## config.mk

```make
export PLATFORM = sky130hd
export DESIGN_NAME = mask_alpha_blit_blend
export DESIGN_NICKNAME = d
export VERILOG_FILES = /design/src/sv/mabb_pkg.sv /design/src/sv/mabb_regs.sv /design/src/sv/mabb_blend.sv /design/src/sv/mask_alpha_blit_blend.sv
export SDC_FILE = /design/constraint.sdc
export NUM_CORES = 2
export LEC_CHECK = 0
export BUFFER_PORTS_ARGS = -buffer_cell sky130_fd_sc_hd__buf_4
export CELL_PAD_IN_SITES_DETAIL_PLACEMENT = 1
export CELL_PAD_IN_SITES_GLOBAL_PLACEMENT = 2
export CORE_MARGIN = 8
export CORE_UTILIZATION = 43
export CTS_CLUSTER_DIAMETER = 60
export DETAILED_ROUTE_END_ITERATION = 10
export GPL_TIMING_DRIVEN = 0
export PLACE_DENSITY = 0.84
export REMOVE_ABC_BUFFERS = 1
export SYNTH_ARGS = -nofsm -noshare
export SYNTH_HDL_FRONTEND = slang
export SYNTH_SLANG_ARGS = --single-unit
export TNS_END_PERCENT = 10
```

## constraint.sdc

```tcl
create_clock -name clk -period 7.3 [get_ports clk]
set_clock_uncertainty 0.05 [all_clocks]
set_input_delay 0.73 -clock clk [delete_from_list [all_inputs] [get_ports clk]]
set_output_delay 0.73 -clock clk [all_outputs]
set_load 0.01 [all_outputs]
```

## src/sv/mabb_pkg.sv

```systemverilog
// Shared types and constants for the alpha mask blit blend block.
package mabb_pkg;

	localparam int unsigned MAX_DIM   = 4096;
	localparam int unsigned DIM_W     = $clog2(MAX_DIM) + 1;
	localparam int unsigned POS_W     = 12;
	localparam int unsigned IDX_W     = 24;
	localparam int unsigned CFG_IDX_W = 3;
	localparam int unsigned CFG_DATA_W = 32;
	localparam logic [7:0]  ALPHA_FULL = 8'd255;

	typedef enum logic [CFG_IDX_W-1:0] {
		REG_AREA_X      = 3'd0,
		REG_AREA_Y      = 3'd1,
		REG_AREA_WIDTH  = 3'd2,
		REG_AREA_HEIGHT = 3'd3,
		REG_FB_WIDTH    = 3'd4,
		REG_FB_HEIGHT   = 3'd5,
		REG_FG_COLOR    = 3'd6,
		REG_DEPTH_MODE  = 3'd7
	} cfg_reg_t;

	typedef struct packed {
		logic signed [12:0] area_x;
		logic signed [12:0] area_y;
		logic [12:0]        area_w;
		logic [12:0]        area_h;
		logic [DIM_W-1:0]   fb_w;   // saturated to MAX_DIM
		logic [DIM_W-1:0]   fb_h;   // saturated to MAX_DIM
		logic [31:0]        fg_color;
		logic               depth_mode;
	} cfg_t;

endpackage

```

## src/sv/mabb_regs.sv

```systemverilog
// Configuration register file for the alpha mask blit blend block.
module mabb_regs (
	input  logic                               clk,
	input  logic                               arst_n,
	input  logic                               cfg_valid,
	input  logic [mabb_pkg::CFG_IDX_W-1:0]     cfg_index,
	input  logic [mabb_pkg::CFG_DATA_W-1:0]    cfg_data,
	output mabb_pkg::cfg_t                     cfg
);
	import mabb_pkg::*;

	cfg_t             cfg_q;
	logic [12:0]      dim_raw;
	logic [DIM_W-1:0] dim_sat;

	assign dim_raw = cfg_data[12:0];
	assign dim_sat = (dim_raw > 13'(MAX_DIM)) ? DIM_W'(MAX_DIM) : DIM_W'(dim_raw);

	always_ff @(posedge clk or negedge arst_n) begin
		if (!arst_n) begin
			cfg_q.area_x     <= '0;
			cfg_q.area_y     <= '0;
			cfg_q.area_w     <= 13'd1;
			cfg_q.area_h     <= 13'd1;
			cfg_q.fb_w       <= DIM_W'(1);
			cfg_q.fb_h       <= DIM_W'(1);
			cfg_q.fg_color   <= '0;
			cfg_q.depth_mode <= 1'b0;
		end else if (cfg_valid) begin
			unique case (cfg_reg_t'(cfg_index))
				REG_AREA_X:      cfg_q.area_x     <= $signed(cfg_data[12:0]);
				REG_AREA_Y:      cfg_q.area_y     <= $signed(cfg_data[12:0]);
				REG_AREA_WIDTH:  cfg_q.area_w     <= cfg_data[12:0];
				REG_AREA_HEIGHT: cfg_q.area_h     <= cfg_data[12:0];
				REG_FB_WIDTH:    cfg_q.fb_w       <= dim_sat;
				REG_FB_HEIGHT:   cfg_q.fb_h       <= dim_sat;
				REG_FG_COLOR:    cfg_q.fg_color   <= cfg_data;
				REG_DEPTH_MODE:  cfg_q.depth_mode <= cfg_data[0];
				default:         cfg_q            <= cfg_q;
			endcase
		end
	end

	assign cfg = cfg_q;

endmodule

```

## src/sv/mabb_blend.sv

```systemverilog
// One color channel blend: (dst*(255-a)+fg*a)>>8, or fg at full alpha.
module mabb_blend (
	input  logic [7:0] dst,
	input  logic [7:0] fg,
	input  logic [7:0] alpha,
	output logic [7:0] res
);
	import mabb_pkg::*;

	logic [15:0] dst_term;
	logic [15:0] fg_term;
	logic [15:0] sum;

	assign dst_term = 16'(dst) * 16'(ALPHA_FULL - alpha);
	assign fg_term  = 16'(fg) * 16'(alpha);
	assign sum      = dst_term + fg_term;
	assign res      = (alpha == ALPHA_FULL) ? fg : sum[15:8];

endmodule

```

## src/sv/mask_alpha_blit_blend.sv

```systemverilog
// Top level of the alpha mask blit blend pipeline.
//
//  channel | signals                              | role
//  --------+--------------------------------------+----------------------------
//  pix     | pix_valid/pix_ready, local_x ..     | mask pixel request in
//  res     | res_valid/res_ready, write_enable ..| pixel write result out
//  cfg     | cfg_valid/cfg_ready, cfg_index/data | register write request
//
// Four register stages: offset and coverage product, clip with divide by 255
// and row multiply, index add with channel blend, output register.
// One request per cycle unless stalled; res_valid rises as it enters stage 4.
// Each full stage holds while its successor is full and stalled, so a stall on
// res backs up into pix_ready without loss. Reset clears stage valid bits and
// loads register defaults; cfg_ready is always high.
module mask_alpha_blit_blend (
	input  logic                             clk,
	input  logic                             arst_n,
	input  logic                             pix_valid,
	output logic                             pix_ready,
	input  logic [11:0]                      local_x,
	input  logic [11:0]                      local_y,
	input  logic [7:0]                       coverage,
	input  logic [7:0]                       dest_blue,
	input  logic [7:0]                       dest_green,
	input  logic [7:0]                       dest_red,
	output logic                             res_valid,
	input  logic                             res_ready,
	output logic                             write_enable,
	output logic [23:0]                      pixel_index,
	output logic [7:0]                       out_blue,
	output logic [7:0]                       out_green,
	output logic [7:0]                       out_red,
	output logic [7:0]                       out_alpha,
	input  logic                             cfg_valid,
	output logic                             cfg_ready,
	input  logic [mabb_pkg::CFG_IDX_W-1:0]   cfg_index,
	input  logic [mabb_pkg::CFG_DATA_W-1:0]  cfg_data
);
	import mabb_pkg::*;

	cfg_t cfg;

	assign cfg_ready = 1'b1;

	mabb_regs u_regs (
		.clk       (clk),
		.arst_n    (arst_n),
		.cfg_valid (cfg_valid),
		.cfg_index (cfg_index),
		.cfg_data  (cfg_data),
		.cfg       (cfg)
	);

	// stage handshakes
	logic v_s1, v_s2, v_s3, v_s4;
	logic rdy1, rdy2, rdy3, rdy4;

	assign rdy4      = !v_s4 || res_ready;
	assign rdy3      = !v_s3 || rdy4;
	assign rdy2      = !v_s2 || rdy3;
	assign rdy1      = !v_s1 || rdy2;
	assign pix_ready = rdy1;

	always_ff @(posedge clk or negedge arst_n) begin
		if (!arst_n) begin
			v_s1 <= 1'b0;
			v_s2 <= 1'b0;
			v_s3 <= 1'b0;
			v_s4 <= 1'b0;
		end else begin
			if (rdy1) v_s1 <= pix_valid;
			if (rdy2) v_s2 <= v_s1;
			if (rdy3) v_s3 <= v_s2;
			if (rdy4) v_s4 <= v_s3;
		end
	end

	// stage 1: offset, area check, coverage product
	logic signed [13:0] tx_c, ty_c;
	logic               in_area_c;
	logic [7:0]         val_c;
	logic [15:0]        prod_c;

	assign tx_c      = $signed({cfg.area_x[12], cfg.area_x}) + $signed({2'b00, local_x});
	assign ty_c      = $signed({cfg.area_y[12], cfg.area_y}) + $signed({2'b00, local_y});
	assign in_area_c = ({1'b0, local_x} < cfg.area_w) && ({1'b0, local_y} < cfg.area_h);
	assign val_c     = cfg.depth_mode ? ((coverage != 8'd0) ? ALPHA_FULL : 8'd0) : coverage;
	assign prod_c    = 16'(cfg.fg_color[31:24]) * 16'(val_c);

	logic signed [13:0] tx_s1, ty_s1;
	logic               in_area_s1;
	logic [15:0]        prod_s1;
	logic [7:0]         db_s1, dg_s1, dr_s1;

	always_ff @(posedge clk) begin
		if (rdy1) begin
			tx_s1      <= tx_c;
			ty_s1      <= ty_c;
			in_area_s1 <= in_area_c;
			prod_s1    <= prod_c;
			db_s1      <= dest_blue;
			dg_s1      <= dest_green;
			dr_s1      <= dest_red;
		end
	end

	// stage 2: clip, alpha = prod/255, row offset
	logic        clip_ok;
	logic [16:0] div_sum;
	logic [7:0]  alpha_c;
	logic [24:0] row_c;

	assign clip_ok = in_area_s1 && !tx_s1[13] && !ty_s1[13]
		&& (tx_s1[12:0] < cfg.fb_w) && (ty_s1[12:0] < cfg.fb_h);
	// exact x/255 for 16-bit x
	assign div_sum = {1'b0, prod_s1} + 17'd1 + {9'd0, prod_s1[15:8]};
	assign alpha_c = div_sum[15:8];
	assign row_c   = 25'(ty_s1[11:0]) * 25'(cfg.fb_w);

	logic        wr_s2;
	logic [7:0]  alpha_s2;
	logic [23:0] row_s2;
	logic [11:0] tx_s2;
	logic [7:0]  db_s2, dg_s2, dr_s2;

	always_ff @(posedge clk) begin
		if (rdy2) begin
			wr_s2    <= clip_ok && (alpha_c != 8'd0);
			alpha_s2 <= alpha_c;
			row_s2   <= row_c[23:0];
			tx_s2    <= tx_s1[11:0];
			db_s2    <= db_s1;
			dg_s2    <= dg_s1;
			dr_s2    <= dr_s1;
		end
	end

	// stage 3: pixel index, channel blend
	logic [7:0] bl_b, bl_g, bl_r;

	mabb_blend u_blend_b (.dst(db_s2), .fg(cfg.fg_color[7:0]),   .alpha(alpha_s2), .res(bl_b));
	mabb_blend u_blend_g (.dst(dg_s2), .fg(cfg.fg_color[15:8]),  .alpha(alpha_s2), .res(bl_g));
	mabb_blend u_blend_r (.dst(dr_s2), .fg(cfg.fg_color[23:16]), .alpha(alpha_s2), .res(bl_r));

	logic        wr_s3;
	logic [23:0] idx_s3;
	logic [7:0]  b_s3, g_s3, r_s3;

	always_ff @(posedge clk) begin
		if (rdy3) begin
			wr_s3  <= wr_s2;
			idx_s3 <= row_s2 + 24'(tx_s2);
			b_s3   <= bl_b;
			g_s3   <= bl_g;
			r_s3   <= bl_r;
		end
	end

	// stage 4: output register, zeroed fields when no write
	logic        wr_s4;
	logic [23:0] idx_s4;
	logic [7:0]  b_s4, g_s4, r_s4, a_s4;

	always_ff @(posedge clk) begin
		if (rdy4) begin
			wr_s4  <= wr_s3;
			idx_s4 <= wr_s3 ? idx_s3 : 24'd0;
			b_s4   <= wr_s3 ? b_s3 : 8'd0;
			g_s4   <= wr_s3 ? g_s3 : 8'd0;
			r_s4   <= wr_s3 ? r_s3 : 8'd0;
			a_s4   <= wr_s3 ? ALPHA_FULL : 8'd0;
		end
	end

	assign res_valid    = v_s4;
	assign write_enable = wr_s4;
	assign pixel_index  = idx_s4;
	assign out_blue     = b_s4;
	assign out_green    = g_s4;
	assign out_red      = r_s4;
	assign out_alpha    = a_s4;

endmodule

```

==> results_dict.tcl <==
set metrics [dict create \
    final_common_cell "inv_1" \
    status "complete, no violations" \
    fmax_mhz 150 \
    synth_cell_type_count 65 \
    fp.dieW_um 301 \
    routabilityCongestion 0.814 \
    worstSetupEndpoint "r_s3[7]" \
    cts_made_buffers 50 \
    grt_pass1_vias 26300 \
    cp.required_ns 7.56 \
    overflow 0 \
    io_buffers 154 \
    syn-mean-instance-area_um2 10.4 \
    ys.flop_type "edfxtp_1" \
    cp.arrival_ns 6.94 \
    start_util 0.434 \
    clock_latency_ns 0.61 \
    synth_edf_count 236 \
    min_period_over_period 0.915 \
    final-hold-violation-count 0 \
    fin_crit_ns 6.68 \
    path_clk_slew_ns 0.06 \
    placementRows 104 \
    synth.cell_area_mm2 0.0349 \
    cts_root_buf "clkbuf_16" \
    vias 23100 \
    dp_hpwl_um 68500 \
    r2r_start "alpha_s2[3]" \
    layout-drive-gt1-share 0.102 \
    ys_ff_latch 351 \
    final-setup-viol-count 0 \
    end_kind "flip-flop" \
    n_fill_cell 8873 \
    nNetsFinal 4375 \
    antenna_found_initial 4 \
    dieHeight_um 301 \
    hp-class "in -> reg" \
    post_cts_resized 0 \
    synth-async-reset-ratio 0.328 \
    max-slew-margin-rel 0.178 \
    max_slew.worst_pin.slew_ns 1.23 \
    coreArea_mm2 0.0804 \
    routedWlPerCell_um 18.8 \
    die_area_mm2 0.0905 \
    clock_path_buffers 3 \
    drt_first_iter_violations 933 \
    rsz0062_at_grt "false" \
    rr_endpoint "r_s3[7]" \
    cap_violations 0 \
    num_io_pins 156 \
    cts_max_level 2 \
    grt_max_degree 80 \
    syn2layout_area_growth_pct 12.6 \
    drv_slew 0 \
    r2r_cells 21 \
    ys_warn_count 0 \
    layout.area.seq_mm2 0.00997 \
    yosysSeqAreaShare 0.286 \
    hold_slack_ns 0.262 \
    routed_wl_um 86300 \
    crit_fanout 20 \
    drc 0 \
    critPathLaunchType "flip-flop" \
    cts_sinks 351 \
    grt_pass1_wl_um 142000 \
    syn_inst 3360 \
    grtUsageTotal 0.196 \
    critPathKind "reg -> reg" \
    layout_common_cells "679 x inv_1, 433 x fa_1, 365 x ha_1" \
    rrSetupSlack_ns 0.62 \
    firstDrtPassIters 5 \
    ant_nets 0 \
    cts_tree "built" \
    crit_start "alpha_s2[3]" \
    multi_input_area_mm2 0.0219 \
    viasPerCell 5.05 \
]
per-stage QoR:
stage                      util  instance area [um2]  setup TNS (ns)  cells  setup slack [ns]
after global placement    0.459                36900          -0.955   4460            -0.314
after global routing      0.489                39300               0   4583             0.257
final                     0.489                39300               0   4585             0.618
after detailed placement  0.468                37600               0   4488             0.576
after floorplan               -                34400               0   3246              1.31
after CTS                 0.489                39300               0   4583             0.585
final cells by class:
type / count / area share
repair buffers: 183 / 0.0473
well taps: 1060 / 0.0338
inverters: 680 / 0.0650
diodes: 2 / 0.000127
clock buffers: 58 / 0.0329
multi-input cells: 2215 / 0.558
flip-flops and latches: 351 / 0.254
clock inverters: 36 / 0.00873
registers in the layout, summed over array words and instances, names as in the netlist, 12 cells and up:
name and flops:
row_s2 24, prod_s1 16, tx_s2 12, idx_s3 24
tx_s1 14, pixel_index 24, u_regs.cfg 111, ty_s1 14
logic make-up (layout without fill, tap and decap cells):
logic type / after synthesis / count (layout) / share of synthesized area
buffers and inverters: 794 / 957 / 0.0865
flip-flops: 351 / 351 / 0.286
other: 1 / 3 / 0.000107
multiplexers: 77 / 77 / 0.0249
XOR/XNOR: 112 / 112 / 0.0281
AND/OR/NAND/NOR: 937 / 937 / 0.144
adder cells (fa/ha/maj): 798 / 798 / 0.379
AO/OA/AOI/OAI: 290 / 290 / 0.0514
per-layer routing:
metal / vias to the layer above / global-route usage / share of wire
met1: 11900 / 0.263 / 0.45
li1: 10800 / - / -
met5: - / 0 / 0
met4: 0 / 0.0481 / 0.022
met2: 381 / 0.334 / 0.48
met3: 115 / 0.0271 / 0.042
timing repair:
action,CTS,global route
endpoints found under the hold margin,35,0
buffers inserted,0,0
hold buffers,1,0
Yosys cell counts (all sizes together) (17+ instances only):
library cell	number	area share
xor2	30	0.0075
o21ai	99	0.014
ha	365	0.13
nand3	19	0.0027
nor3	19	0.0029
mux2	77	0.025
clkbuf	90	0.0097
o21a	33	0.0071
nor2b	130	0.023
nand2b	108	0.019
dfrtp	111	0.080
xnor2	82	0.021
a21o	17	0.0037
buf	24	0.0036
inv	680	0.073
a21oi	78	0.011
edfxtp	236	0.20
fa	433	0.25
nor2	60	0.0065
nand2	270	0.029
and2	285	0.051
worst max-delay path, cell delays in order (launching register included):
cell	delay, ns
edfxtp_1	0.74
buf_16	0.25
buf_16	0.18
nor2b_1	0.08
fa_1	0.53
inv_1	0.05
fa_1	0.48
inv_1	0.06
fa_1	0.49
fa_1	0.52
fa_1	0.50
inv_1	0.05
fa_1	0.47
inv_1	0.04
ha_1	0.29
o21a_1	0.24
o21ai_0	0.23
o21ai_1	0.17
a2111oi_0	0.53
o21bai_1	0.19
xnor2_1	0.16
o21ai_0	0.10
worst min-delay path by stage:
stage                        from       end  slack [ns]  depth (start not counted)
floorplan                db_s1[0]  db_s2[0]        0.35                          0
global route        dest_green[4]  dg_s1[4]        0.23                          1
detailed placement       db_s1[6]  db_s2[6]        0.36                          0
global placement         dg_s1[3]  dg_s2[3]        0.35                          0
CTS                 dest_green[2]  dg_s1[2]        0.21                          1
finish              dest_green[2]  dg_s1[2]        0.26                          1
Power is not shown: default switching activity piles up to over one toggle a cycle in this logic, so the estimate is an artifact.
